## src/design/haversine_distance_defines.svh

```systemverilog
// Assertion macros for the haversine distance block.
// Depends on a clock named clock and a synchronous active-high reset named reset.
`ifndef HAVERSINE_DISTANCE_DEFINES_SVH
`define HAVERSINE_DISTANCE_DEFINES_SVH
`ifndef SYNTHESIS
`define HVD_ASSERT_IMP(lbl, ante, cons) \
   lbl: assert property (@(posedge clock) disable iff (reset) (ante) |-> (cons)) \
      else $error("haversine_distance: check failed");
`define HVD_ASSERT_NXT(lbl, ante, cons) \
   lbl: assert property (@(posedge clock) disable iff (reset) (ante) |=> (cons)) \
      else $error("haversine_distance: check failed");
`else
`define HVD_ASSERT_IMP(lbl, ante, cons)
`define HVD_ASSERT_NXT(lbl, ante, cons)
`endif
`endif

```

## src/design/hvd_pkg.sv

```systemverilog
// Shared constants, types and the arctangent table for the haversine block.
// No dependencies.
package hvd_pkg;

   localparam int CORDIC_STEPS = 24;
   localparam int SQRT_BITS    = 31;
   localparam int LATENCY      = 2 * CORDIC_STEPS + SQRT_BITS + 9;

   typedef logic signed [33:0] hvd_xy_type;
   typedef logic signed [32:0] hvd_ang_type;
   typedef logic signed [31:0] hvd_q30_type;
   typedef logic        [61:0] hvd_rem_type;
   typedef logic        [30:0] hvd_root_type;

   localparam hvd_xy_type  CORDIC_GAIN = 34'sd652032874;
   localparam hvd_q30_type Q30_ONE     = 32'sd1073741824;
   localparam hvd_q30_type Q30_HALF    = 32'sd536870912;
   localparam hvd_ang_type Q30_HALF_PI = 33'sd1686629713;
   localparam logic [24:0] DEG_TO_RAD  = 25'd18740330;
   localparam logic signed [27:0] DEG180_Q17 = 28'sd23592960;
   localparam logic signed [27:0] DEG90_Q17  = 28'sd11796480;
   localparam logic signed [27:0] DEG360_Q17 = 28'sd47185920;
   localparam logic [15:0] RADIUS_RESET = 16'd6371;

   function automatic hvd_ang_type atan_entry(input logic [4:0] idx);
      logic [29:0] v;
      case (idx)
         5'd0:  v = 30'd843314856;
         5'd1:  v = 30'd497837829;
         5'd2:  v = 30'd263043836;
         5'd3:  v = 30'd133525158;
         5'd4:  v = 30'd67021686;
         5'd5:  v = 30'd33543515;
         5'd6:  v = 30'd16775850;
         5'd7:  v = 30'd8388437;
         5'd8:  v = 30'd4194282;
         5'd9:  v = 30'd2097149;
         5'd10: v = 30'd1048575;
         5'd11: v = 30'd524287;
         5'd12: v = 30'd262143;
         5'd13: v = 30'd131071;
         5'd14: v = 30'd65535;
         5'd15: v = 30'd32767;
         5'd16: v = 30'd16383;
         5'd17: v = 30'd8191;
         5'd18: v = 30'd4095;
         5'd19: v = 30'd2047;
         5'd20: v = 30'd1023;
         5'd21: v = 30'd511;
         5'd22: v = 30'd255;
         5'd23: v = 30'd127;
         5'd24: v = 30'd63;
         5'd25: v = 30'd31;
         5'd26: v = 30'd15;
         5'd27: v = 30'd8;
         5'd28: v = 30'd4;
         5'd29: v = 30'd2;
         5'd30: v = 30'd1;
         default: v = 30'd0;
      endcase
      return hvd_ang_type'({3'b000, v});
   endfunction

endpackage

```

## src/design/hvd_cordic_cell.sv

```systemverilog
// One CORDIC micro-rotation with its output register, rotation or vectoring.
// Depends on hvd_pkg.
module hvd_cordic_cell
   import hvd_pkg::*;
(
   input  logic        clock,
   input  logic        vectoring,
   input  logic [4:0]  shift,
   input  hvd_ang_type angle,
   input  hvd_xy_type  src_x,
   input  hvd_xy_type  src_y,
   input  hvd_ang_type src_z,
   input  logic        src_tag,
   output hvd_xy_type  x_ff,
   output hvd_xy_type  y_ff,
   output hvd_ang_type z_ff,
   output logic        tag_ff
);
   hvd_xy_type  dx, dy, x_in, y_in;
   hvd_ang_type z_in;
   logic        dir;

   always_comb begin
      dx  = src_y >>> shift;
      dy  = src_x >>> shift;
      // rotate towards zero angle, or towards the x axis when vectoring
      dir = vectoring ? src_y[$bits(hvd_xy_type)-1] : ~src_z[$bits(hvd_ang_type)-1];
      if (dir) begin
         x_in = src_x - dx;
         y_in = src_y + dy;
         z_in = src_z - angle;
      end else begin
         x_in = src_x + dx;
         y_in = src_y - dy;
         z_in = src_z + angle;
      end
   end

   always_ff @(posedge clock) begin
      x_ff   <= x_in;
      y_ff   <= y_in;
      z_ff   <= z_in;
      tag_ff <= src_tag;
   end
endmodule

```

## config.mk

```make
export PLATFORM = sky130hd
export DESIGN_NAME = hvd_cordic_cell
export DESIGN_NICKNAME = d
export VERILOG_FILES = /design/src/design/haversine_distance_defines.svh /design/src/design/hvd_pkg.sv /design/src/design/hvd_cordic_cell.sv
export SDC_FILE = /design/constraint.sdc
export NUM_CORES = 1
export LEC_CHECK = 0
export BUFFER_PORTS_ARGS = -buffer_cell sky130_fd_sc_hd__buf_2
export CAP_MARGIN = 15
export CORE_ASPECT_RATIO = 1.75
export CORE_MARGIN = 1.5
export CORE_UTILIZATION = 35
export DETAILED_ROUTE_END_ITERATION = 10
export GPL_ROUTABILITY_DRIVEN = 1
export GPL_TIMING_DRIVEN = 0
export PLACE_DENSITY = 0.51
export SKIP_LAST_GASP = 1
export SYNTH_ARGS = -nofsm -noshare
export SYNTH_HDL_FRONTEND = slang
export SYNTH_SLANG_ARGS = --single-unit
```

## constraint.sdc

```tcl
create_clock -name clock -period 7.5 [get_ports clock]
set_clock_uncertainty 0.15 [all_clocks]
set_input_delay 1.125 -clock clock [delete_from_list [all_inputs] [get_ports clock]]
set_output_delay 1.125 -clock clock [all_outputs]
set_load 0.02 [all_outputs]
```

==> impl_metrics.py <==
metrics = {
    "route": {
        "route.final.wire_length_um": 77000,
        "antenna_violating_nets_remaining": 0,
        "post_drt_wl_per_cell_um": 32.4,
        "via_density_per_instance": 6.38,
        "detailroute.via_count": 15100,
        "drcViolationCount": 0,
        "firstDrtPassIters": 6,
        "initialDrtViolationCount": 1230,
    },
    "floorplanning": {
        "dieArea_um2": 41200,
        "fp.dieH_um": 267,
        "num_rows": 96,
        "floorplan.core_area_um2": 39300,
        "starting_density_pct": 35.6,
        "design.portCount": 244,
        "die_w_um": 154,
    },
    "logic_synthesis": {
        "yosys_register_bits": 102,
        "netlist-cell-type-count": 88,
        "synth_fp_nets": 1866,
        "ys_async_sr_fraction_pct": 0,
        "synthFlopType": "sky130_fd_sc_hd__dfxtp_1",
        "ys_seq_area_share_pct": 14.6,
        "ys_warn_count": 0,
        "netlist.area_leader.share_pct": 14.6,
        "post_synth_most_frequent_cells": "sky130_fd_sc_hd__a21oi_1, sky130_fd_sc_hd__xnor2_1, sky130_fd_sc_hd__nand2_1",
        "mean_cell_area_of_the_mapped_netlist_um2": 8.62,
        "count_of_flip_flops_with_a_built_in_enable_after_synthesis": 0,
        "synthesis.instances": 1620,
        "ys_top_cells_by_area": "sky130_fd_sc_hd__dfxtp_1, sky130_fd_sc_hd__mux4_2, sky130_fd_sc_hd__ha_1",
        "synthDominantAreaCellType": "sky130_fd_sc_hd__dfxtp_1",
        "synth.most_common_cell": "sky130_fd_sc_hd__a21oi_1",
        "mapped_area_um2": 14000,
    },
    "worst_setup_path": {
        "worstSetupStartpointType": "input port",
        "critical_path_required_ps": 7650,
        "setup.worst_path.class": "in -> reg",
        "total_stage_count_of_the_critical_path": 23,
        "crit_chain": "buf_2 > buf_2 > buf_2 > buf_2 > buf_2 > nand3_1 > o21ai_0 > buf_4 > o221ai_1 > nor2_1 > nand2_1 > o41ai_2 > xor2_2 > ha_1 > and2_1 > nand3_1 > o22a_1 > a31oi_1 > nor2_1 > a32oi_1 > a21o_1 > a21oi_1 > xnor2_1",
        "crit_end": "x_ff[32]",
        "crit_arrival_ps": 7480,
        "crit_path_max_incr_delay_ps": 540,
        "worst_setup_path_end_kind": "flip-flop",
        "timing.critical_path.from": "shift[2]",
        "slowest_library_cell_on_the_worst_path": "sky130_fd_sc_hd__nor2_1",
        "cpLargestDelayFamily": "compound AO/OA/AOI/OAI gates",
        "critical_path.n_buffers_inverters": 6,
        "crit_path_max_fanout": 10,
        "critical-path-top-cell-by-count": "sky130_fd_sc_hd__buf_2",
    },
    "timing": {
        "hold_violations": 0,
        "worstMarginPinSlew_ps": 1290,
        "fmaxAchievable_ghz": 0.137,
        "layout_min_cycle_time_ps": 7330,
        "timing.final.crit_share_pct": 97.7,
        "slew_viol_final": 0,
        "setup-violations-final": 0,
        "slew-limit-headroom_pct": 11.3,
    },
    "finish": {
        "post_route_cells_drive_above_1_share_pct": 25.3,
        "area_growth_pct": 17.0,
        "nNetsFinal": 2124,
        "regArea_um2": 2040,
        "multi_input_area_um2": 11500,
        "antennaDiodeCount": 0,
        "finished_layout_cells": 2373,
        "fill_cells": 4043,
    },
    "clocking": {
        "max-clock-path-buffers": 2,
        "cts_made_buffers": 9,
        "clock_tree_from_tritoncts": "done",
        "clk_pin_slew_ps": 90,
        "clk_root_buffer_cell": "sky130_fd_sc_hd__clkbuf_16",
        "ctsHtreeMaxLevel": 3,
        "clkSinkCount": 102,
        "post_cts_hold_buffer_count": 0,
    },
    "grt": {
        "maximum_number_of_pins_on_one_net_before_global_route_repair": 21,
        "first_global_vias": 15400,
        "grt_antenna_before_repair": 1,
        "groute.usage.overall_pct": 37.1,
        "grt_first_pass_wirelength_um": 108000,
        "globalRouteOverflowTotal": 0,
    },
    "job": {
        "cap_violations": 0,
    },
    "pwr": {
        "finalPower_mw": 3.83,
        "peakVddDrop_mv": 0.169,
        "powerDensity_nw_per_um2": 234,
        "power.leakage_nw": 6.97,
    },
    "placement": {
        "hpwl_after_detailed_placement_um": 61600,
        "globalplace.congestion": 1.03,
        "post-place-cells": 2354,
        "port_buffer_count": 242,
    },
    "outcome": {
        "status": "completed",
    },
    "hold_path": {
        "hold_path_startpoint": "src_tag",
        "hold_class": "in -> reg",
    },
}
-- sequential cells by signal (all words and copies together), names as in the netlist --
name and cells:
tag_ff 1, x_ff 34, z_ff 33, y_ff 34
-- per-layer routing --
layer | share of wire [%] | global-route usage (%)
met4 | 10 | 31.4
met1 | 34 | 37.0
met3 | 6.3 | 6.15
met5 | 0 | 0
met2 | 50 | 66.9
-- layout make-up --
class	instances	share of cell area [%]
Sequential cell	102	12.5
Buffer	77	2.86
Multi-Input combinational cell	1397	70.2
Clock inverter	7	0.612
Tap cell	490	3.75
Clock buffer	9	1.38
Timing Repair Buffer	248	7.71
Inverter	43	0.988
-- through the flow --
step	util, %	cell area (µm²)	worst slack (ps)	setup TNS (ps)	hold slack (ps)
6_report	41.6	16300	175	0	683
2_1_floorplan	-	14000	1290	0	1000
4_1_cts	41.4	16200	17.8	0	663
3_3_place_gp	40.2	15800	-1390	-31580	1080
3_5_place_dp	40.3	15800	-1420	-30540	1080
5_1_grt	41.6	16300	-7.29	-8.96	675
-- how the worst min path moves through the flow --
stage	slack, ps	cells after the start	to
2_1_floorplan	1000	0	tag_ff
3_3_place_gp	1080	1	tag_ff
3_5_place_dp	1080	1	tag_ff
4_1_cts	660	1	tag_ff
5_1_grt	670	1	tag_ff
6_report	680	1	tag_ff
-- layout by cell type, fill, tap and decap left out, drive strengths merged, types with 21 or more instances in the layout --
master and count:
xor2 59, o21a 29, a31oi 25, and3 22, nor2 113, dfxtp 102, buf 292, mux2i 60
nand2b 21, xnor2 121, mux4 90, nand2 121, a21o 49, inv 47, nor3 38, o21ai 88
mux2 24, a21oi 145, clkbuf 41, o22ai 25, ha 101, and2 24, nand3 28
-- report_power, final --
group | leakage [nW] | switching [mW] | internal [mW]
Sequential | 0.861 | 0.0559 | 0.795
Clock | 0.158 | 0.283 | 0.272
Combinational | 5.95 | 1.53 | 0.894
-- cells by family after synthesis --
family / synth area share (%)
buf+inv: 4.30
fa+ha+maj: 9.47
compound gates: 24.3
mux: 21.0
simple gates: 15.1
xor+xnor: 11.3
flops: 14.6
-- timing repair --
item | CTS | global route
endpoints found under the setup margin | 34 | 14
pin swaps | 1 | 2
resized for setup | 24 | 21
hold endpoints to repair | 0 | 0
buffers inserted | 2 | 2
(Power assumes the default switching activity.)
