===== src/design/haversine_distance_defines.svh =====
// Assertion macros for the haversine distance block.
// Depends on a clock named clock and a synchronous active-high reset named reset.
`ifndef HAVERSINE_DISTANCE_DEFINES_SVH
`define HAVERSINE_DISTANCE_DEFINES_SVH
`ifndef SYNTHESIS
`define HVD_ASSERT_IMP(lbl, ante, cons) \
   lbl: assert property (@(posedge clock) disable iff (reset) (ante) |-> (cons)) \
      else $error("haversine_distance: check failed");
`define HVD_ASSERT_NXT(lbl, ante, cons) \
   lbl: assert property (@(posedge clock) disable iff (reset) (ante) |=> (cons)) \
      else $error("haversine_distance: check failed");
`else
`define HVD_ASSERT_IMP(lbl, ante, cons)
`define HVD_ASSERT_NXT(lbl, ante, cons)
`endif
`endif


===== src/design/hvd_pkg.sv =====
// Shared constants, types and the arctangent table for the haversine block.
// No dependencies.
package hvd_pkg;

   localparam int CORDIC_STEPS = 24;
   localparam int SQRT_BITS    = 31;
   localparam int LATENCY      = 2 * CORDIC_STEPS + SQRT_BITS + 9;

   typedef logic signed [33:0] hvd_xy_type;
   typedef logic signed [32:0] hvd_ang_type;
   typedef logic signed [31:0] hvd_q30_type;
   typedef logic        [61:0] hvd_rem_type;
   typedef logic        [30:0] hvd_root_type;

   localparam hvd_xy_type  CORDIC_GAIN = 34'sd652032874;
   localparam hvd_q30_type Q30_ONE     = 32'sd1073741824;
   localparam hvd_q30_type Q30_HALF    = 32'sd536870912;
   localparam hvd_ang_type Q30_HALF_PI = 33'sd1686629713;
   localparam logic [24:0] DEG_TO_RAD  = 25'd18740330;
   localparam logic signed [27:0] DEG180_Q17 = 28'sd23592960;
   localparam logic signed [27:0] DEG90_Q17  = 28'sd11796480;
   localparam logic signed [27:0] DEG360_Q17 = 28'sd47185920;
   localparam logic [15:0] RADIUS_RESET = 16'd6371;

   function automatic hvd_ang_type atan_entry(input logic [4:0] idx);
      logic [29:0] v;
      case (idx)
         5'd0:  v = 30'd843314856;
         5'd1:  v = 30'd497837829;
         5'd2:  v = 30'd263043836;
         5'd3:  v = 30'd133525158;
         5'd4:  v = 30'd67021686;
         5'd5:  v = 30'd33543515;
         5'd6:  v = 30'd16775850;
         5'd7:  v = 30'd8388437;
         5'd8:  v = 30'd4194282;
         5'd9:  v = 30'd2097149;
         5'd10: v = 30'd1048575;
         5'd11: v = 30'd524287;
         5'd12: v = 30'd262143;
         5'd13: v = 30'd131071;
         5'd14: v = 30'd65535;
         5'd15: v = 30'd32767;
         5'd16: v = 30'd16383;
         5'd17: v = 30'd8191;
         5'd18: v = 30'd4095;
         5'd19: v = 30'd2047;
         5'd20: v = 30'd1023;
         5'd21: v = 30'd511;
         5'd22: v = 30'd255;
         5'd23: v = 30'd127;
         5'd24: v = 30'd63;
         5'd25: v = 30'd31;
         5'd26: v = 30'd15;
         5'd27: v = 30'd8;
         5'd28: v = 30'd4;
         5'd29: v = 30'd2;
         5'd30: v = 30'd1;
         default: v = 30'd0;
      endcase
      return hvd_ang_type'({3'b000, v});
   endfunction

endpackage


===== src/design/hvd_sqrt_cell.sv =====
// One bit of a restoring integer square root, registered.
// Depends on hvd_pkg.
module hvd_sqrt_cell
   import hvd_pkg::*;
(
   input  logic         clock,
   input  logic [4:0]   bit_pos,
   input  hvd_rem_type  src_rem,
   input  hvd_root_type src_root,
   output hvd_rem_type  rem_ff,
   output hvd_root_type root_ff
);
   hvd_rem_type  trial, rem_in;
   hvd_root_type root_in;

   always_comb begin
      // (root + 2^k)^2 - root^2
      trial = (hvd_rem_type'(src_root) << (bit_pos + 5'd1))
            | (hvd_rem_type'(1) << {bit_pos, 1'b0});
      if (src_rem >= trial) begin
         rem_in  = src_rem - trial;
         root_in = src_root | (hvd_root_type'(1) << bit_pos);
      end else begin
         rem_in  = src_rem;
         root_in = src_root;
      end
   end

   always_ff @(posedge clock) begin
      rem_ff  <= rem_in;
      root_ff <= root_in;
   end
endmodule


===== config.mk =====
export PLATFORM = sky130hd
export DESIGN_NAME = hvd_sqrt_cell
export DESIGN_NICKNAME = d
export VERILOG_FILES = /design/src/design/haversine_distance_defines.svh /design/src/design/hvd_pkg.sv /design/src/design/hvd_sqrt_cell.sv
export SDC_FILE = /design/constraint.sdc
export NUM_CORES = 1
export LEC_CHECK = 0
export ABC_AREA = 1
export BUFFER_PORTS_ARGS = -buffer_cell sky130_fd_sc_hd__clkbuf_2
export CAP_MARGIN = 20
export CORE_MARGIN = 2
export CORE_UTILIZATION = 28
export DETAILED_ROUTE_END_ITERATION = 7
export PLACE_DENSITY = 0.49
export SLEW_MARGIN = 20
export SYNTH_ARGS = -nofsm -noshare
export SYNTH_HDL_FRONTEND = slang
export SYNTH_SLANG_ARGS = --single-unit

===== constraint.sdc =====
create_clock -name clock -period 8.45 [get_ports clock]
set_clock_uncertainty 0.15 [all_clocks]
set_input_delay 1.2675 -clock clock [delete_from_list [all_inputs] [get_ports clock]]
set_output_delay 1.2675 -clock clock [all_outputs]
set_load 0.05 [all_outputs]

==> impl_metrics.tcl, run 1 <==
set metrics [dict create \
    place_congestion 0.985 \
    final_antenna_net_count 0 \
    postCtsSetupBuffers 0 \
    clk_path_buf_depth 2 \
    drcViolationCount 0 \
    grt_pass1_wl_mm 72.8 \
    netlist_area_mm2 0.0113 \
    p_leak_nw 7.76 \
    cts_hold_buf 0 \
    rows 73 \
    clkSlewWorstSetupHoldPaths_ns 0.07 \
    hpwl_mm 41.7 \
    intPower_mw 1.21 \
    synth_cell_types 43 \
    setup_viol 0 \
    n_fill_cell 4711 \
    h-tree-depth 3 \
    clock_sinks 93 \
    fin_crit_sh 0.808 \
    rsz0062_at_grt "false" \
    crit_buf_inv 6 \
    slowest_delay_ns 0.86 \
    hold_start "src_root[22]" \
    critPathRequiredTime_ns 8.54 \
    die-area_mm2 0.0419 \
    worstSetupStartpointType "input port" \
    layout_commonest_cell "nand2_1" \
    min_path_type "input port to flip-flop" \
    fp.dieW_um 205 \
    firstDrtPassIters 6 \
    slew_headroom 0.421 \
    synth_seq_cells 93 \
    cts-root-buf "clkbuf_16" \
    cp_data_arrival_time_ns 6.91 \
    clkPwrFrac 0.164 \
    status "complete, no violations" \
    syn-num-nets 2325 \
    tritoncts "done" \
    slowest_stage "ha_1" \
    dp_slack_ns 1.26 \
    final_layout_size_suffix_gt1_frac 0.113 \
    final-max-slew-violation-count 0 \
    p_per_area_mw_per_mm2 207 \
    max_freq_ghz 0.146 \
    min_period_ns 6.83 \
    antenna_found_initial 1 \
    tightest_slew_ns 0.868 \
    cp_max_fo 80 \
    num-nets-final 2474 \
    wl_mm 48.8 \
    path_delay_family "buffers and inverters" \
    seqPwrFrac 0.212 \
    via_per_inst 4.73 \
    path_cells "clkbuf_2, inv_1, ha_1, inv_2, mux2i_1, o21ai_0, mux2i_1, o21bai_1, inv_1, ha_1, nand2_1, nor2_1, nand2_1, nor2_2, inv_2, nor3_2, nand2_1, nand3_4, buf_4, o21ai_0" \
    fin_area_mm2 0.0130 \
    postLayoutSetupSlackWorst_ns 1.62 \
    vias 13412 \
    start_util 0.284 \
    coreArea_mm2 0.0397 \
    grt_max_degree 81 \
    combinationalPowerShare 0.624 \
    wl_per_cell_um 17.2 \
    yosys_warnings 0 \
    finalSetupTns_ns 0 \
    switching_power_mw 1.47 \
    grt_use_total 0.233 \
    worstSetupEndpointType "flip-flop" \
    grt_overflow 0 \
    p_sw_frac 0.548 \
    hold_viol 0 \
    maxCapViolCount 0 \
    cts_inserted_buffers 9 \
    syn-instance-count 2158 \
    die_h_um 205 \
    io_pins 192 \
    startpoint "bit_pos[1]" \
    grt_pass1_vias 12731 \
    syn_avg_cell_area_um2 5.22 \
    placed_area_mm2 0.0127 \
    ys_seq_area_frac 0.165 \
    peakVddDrop_mv 0.118 \
    critPathKind "input port to flip-flop" \
    crit_top_cell "nand2_1" \
    postCtsResizedCells 0 \
    drt_iter0_drc 1042 \
    syn2layout_area_growth_pct 15.2 \
    port_buffers 191 \
    final_cell_mix "nand2_1 (881), inv_1 (407), clkbuf_2 (191), nor2_1 (168), nand3_1 (129)" \
]
## cells by family after synthesis
kind of cell | share of synthesized area
adders and majority gates | 0.0762
muxes | 0.0124
AOI/OAI and AO/OA | 0.0969
and+or+nand+nor | 0.455
buffers and inverters | 0.168
DFF | 0.165
xor gates and xnor gates | 0.0264
## cell usage after synthesis (all sizes together)
cell type    n  share of area
dfxtp       93           0.17
a21o         7         0.0047
nand2      886           0.30
nor2       177          0.061
o21bai       7         0.0047
nor4         2         0.0011
o22ai        7         0.0039
and2         5         0.0028
mux2i       14          0.012
clkinv       2        0.00067
nand4       18          0.010
inv        422           0.14
buf         39          0.020
xor2        33          0.026
clkbuf      20         0.0067
ha          67          0.074
o21ai      125          0.056
nor3        32          0.015
nand3      132          0.061
or2         11         0.0061
nand3b       2         0.0013
o211ai       3         0.0020
a31oi        4         0.0022
a21oi       39          0.017
fa           1         0.0018
o21a         3         0.0020
a31o         6         0.0047
xnor2        1        0.00078
## power groups by stage
stage	registers, mW	clock network, mW	logic, mW
2_1_floorplan	0.943	0	0.826
3_3_place_gp	0.585	0	1.66
3_5_place_dp	0.582	0	1.66
4_1_cts	0.573	0.458	1.67
5_1_grt	0.580	0.474	1.84
6_report	0.570	0.441	1.68
## area by class of cell
| class | instances | area (um^2) | area share |
|---|---|---|---|
| well taps | 525 | 657 | 0.0506 |
| diodes | 1 | 2.50 | 0.000193 |
| inverters | 424 | 1590 | 0.123 |
| clock inverters | 6 | 68.8 | 0.00530 |
| flip-flops and latches | 93 | 1860 | 0.143 |
| clock buffers | 10 | 239 | 0.0184 |
| multi-input cells | 1582 | 7560 | 0.582 |
| repair buffers | 197 | 1000 | 0.0771 |
## tightest hold or removal path: stages
cell	delay, ns
clkbuf_2	0.09
inv_1	0.04
nand2_1	0.05
## registers in the layout, indices dropped and copies added, names as in the netlist
signal	flops
root_ff	31
rem_ff	62
## final timing paths
| kind | to | slack (ns) | cells after the start |
|---|---|---|---|
| hold / removal | root_ff[22] | 0.94 | 3 |
| setup / recovery | rem_ff[18] | 1.62 | 20 |
## layer usage
layer  global-route usage  routed length [um]
met1                0.313               22700
met2                0.380               21800
met3               0.0299                2790
met4               0.0831                1510
met5                    0                   0
## stage by stage
stage	util	instances	total power, mW	hold WS (ns)
after floorplan	-	2158	1.77	1.20
after global placement	0.319	2821	2.24	1.34
after detailed placement	0.319	2821	2.24	1.33
after CTS	0.327	2837	2.70	0.931
after global routing	0.327	2837	2.89	0.946
final	0.327	2838	2.69	0.944
No activity file was read; power rests on OpenSTA's default activity.
==> inputs of run 2 (changes only) <==
- clock period: 8.45 -> 6.95 ns (I/O delays scaled with it)
==> impl_metrics.tcl, run 2 (synthesis gave the netlist of run 1 again) <==
set metrics [dict create \
    clk_path_buf_depth 2 \
    final_core_util 0.326 \
    crit_buf_inv 4 \
    grt_use_total 0.241 \
    worstSetupEndpointType "flip-flop" \
    peakVddDrop_mv 0.145 \
    grt_pass1_vias 12837 \
    top_regs "rem_ff (62), root_ff (31)" \
    cts_hold_buf 0 \
    use_met3 0.0290 \
    path_delay_family "buffers and inverters" \
    worstSetupStartpointType "input port" \
    vias 13147 \
    clock_sinks 93 \
    setup_viol 0 \
    die-area_mm2 0.0419 \
    min_path_type "input port to flip-flop" \
    h-tree-depth 3 \
    n_fill_cell 4661 \
    postCtsSetupBuffers 0 \
    final_cell_mix "nand2_1 (881), inv_1 (408), clkbuf_2 (191), nor2_1 (168), nand3_1 (129)" \
    tightest_slew_ns 0.721 \
    grt_max_degree 50 \
    wl_per_cell_um 17.5 \
    p_total_mw 3.21 \
    die_h_um 205 \
    place_congestion 0.955 \
    slowest_delay_ns 0.45 \
    drcViolationCount 0 \
    num-nets-final 2478 \
    fin_area_mm2 0.0130 \
    critPathRequiredTime_ns 7.06 \
    via_per_inst 4.63 \
    layout_commonest_cell "nand2_1" \
    slew_headroom 0.519 \
    grt_overflow 0 \
    postCtsResizedCells 0 \
    cts_inserted_buffers 9 \
    rows 73 \
    firstDrtPassIters 5 \
    final_antenna_net_count 0 \
    drt_iter0_drc 938 \
    wl_mm 49.6 \
    largest_register_ffs 62 \
    finalSetupTns_ns 0 \
    p_leak_nw 7.75 \
    p_per_area_mw_per_mm2 248 \
    hpwl_mm 42.5 \
    met1_usage 0.321 \
    final_layout_size_suffix_gt1_frac 0.113 \
    slowest_stage "inv_2" \
    final-max-slew-violation-count 0 \
    placed_area_mm2 0.0127 \
    coreArea_mm2 0.0397 \
    io_pins 192 \
    maxCapViolCount 0 \
    diodes 0 \
    path_cells "clkbuf_2, inv_1, ha_1, inv_2, mux2i_1, nand2_1, o21ai_0, nand2_1, o21ai_0, nand2_1, o21ai_0, ha_1, nand2_1, nand2_1, nand2_1, nand2_1, a21oi_1, nand2_1, a21oi_1, nand3_4, buf_4, nand2_1, o21ai_0" \
    fp.dieW_um 205 \
    critPathKind "input port to flip-flop" \
    status "complete, no violations" \
    crit_top_cell "nand2_1" \
    syn2layout_area_growth_pct 15.0 \
    start_util 0.284 \
    use_met2 0.396 \
    cp_data_arrival_time_ns 5.84 \
    cts-root-buf "clkbuf_16" \
    hold_viol 0 \
    port_buffers 191 \
    clkSlewWorstSetupHoldPaths_ns 0.07 \
    regArea_mm2 0.00186 \
    fin_crit_sh 0.825 \
    grt_pass1_wl_mm 74.3 \
    tritoncts "done" \
    cp_max_fo 45 \
    multi_input_comb_area_mm2 0.00756 \
    rsz0062_at_grt "false" \
    antenna_found_initial 0 \
    busiest_layer "met2" \
    top_register "rem_ff" \
    max_freq_ghz 0.174 \
    min_period_ns 5.74 \
]
## run 2: final timing paths
path                      from     endpoint  slack [ns]  cells past startpoint
setup / recovery    bit_pos[0]   rem_ff[10]        1.21                     23
hold / removal    src_root[13]  root_ff[13]        0.69                      3
## run 2: stage by stage
step                      instances  hold slack [ns]  setup slack, ns
after floorplan                2158            0.978             2.33
after global placement         2825             1.11            0.867
after detailed placement       2825             1.10            0.821
after CTS                      2838            0.677             1.25
after global routing           2838            0.703            0.779
final                          2838            0.693             1.21
## run 2: where the power goes
group / leakage, nW / internal [mW] / switching (mW) / total, mW
clock network: 0.123 / 0.245 / 0.236 / 0.482
registers: 0.785 / 0.659 / 0.0411 / 0.700
logic: 6.84 / 0.527 / 1.50 / 2.03
total: 7.75 / 1.43 / 1.78 / 3.21
## run 2: cell type report
cell class,count,share of cell area
Sequential cell,93,0.144
Inverter,424,0.123
Clock inverter,2,0.000966
Tap cell,525,0.0507
Clock buffer,11,0.0187
Timing Repair Buffer,201,0.0796
Multi-Input combinational cell,1582,0.583
## run 2: layer usage
metal	wire, um	share of wire
met5	0	0
met4	1510	0.030
met3	2240	0.045
met2	22400	0.45
met1	23500	0.47
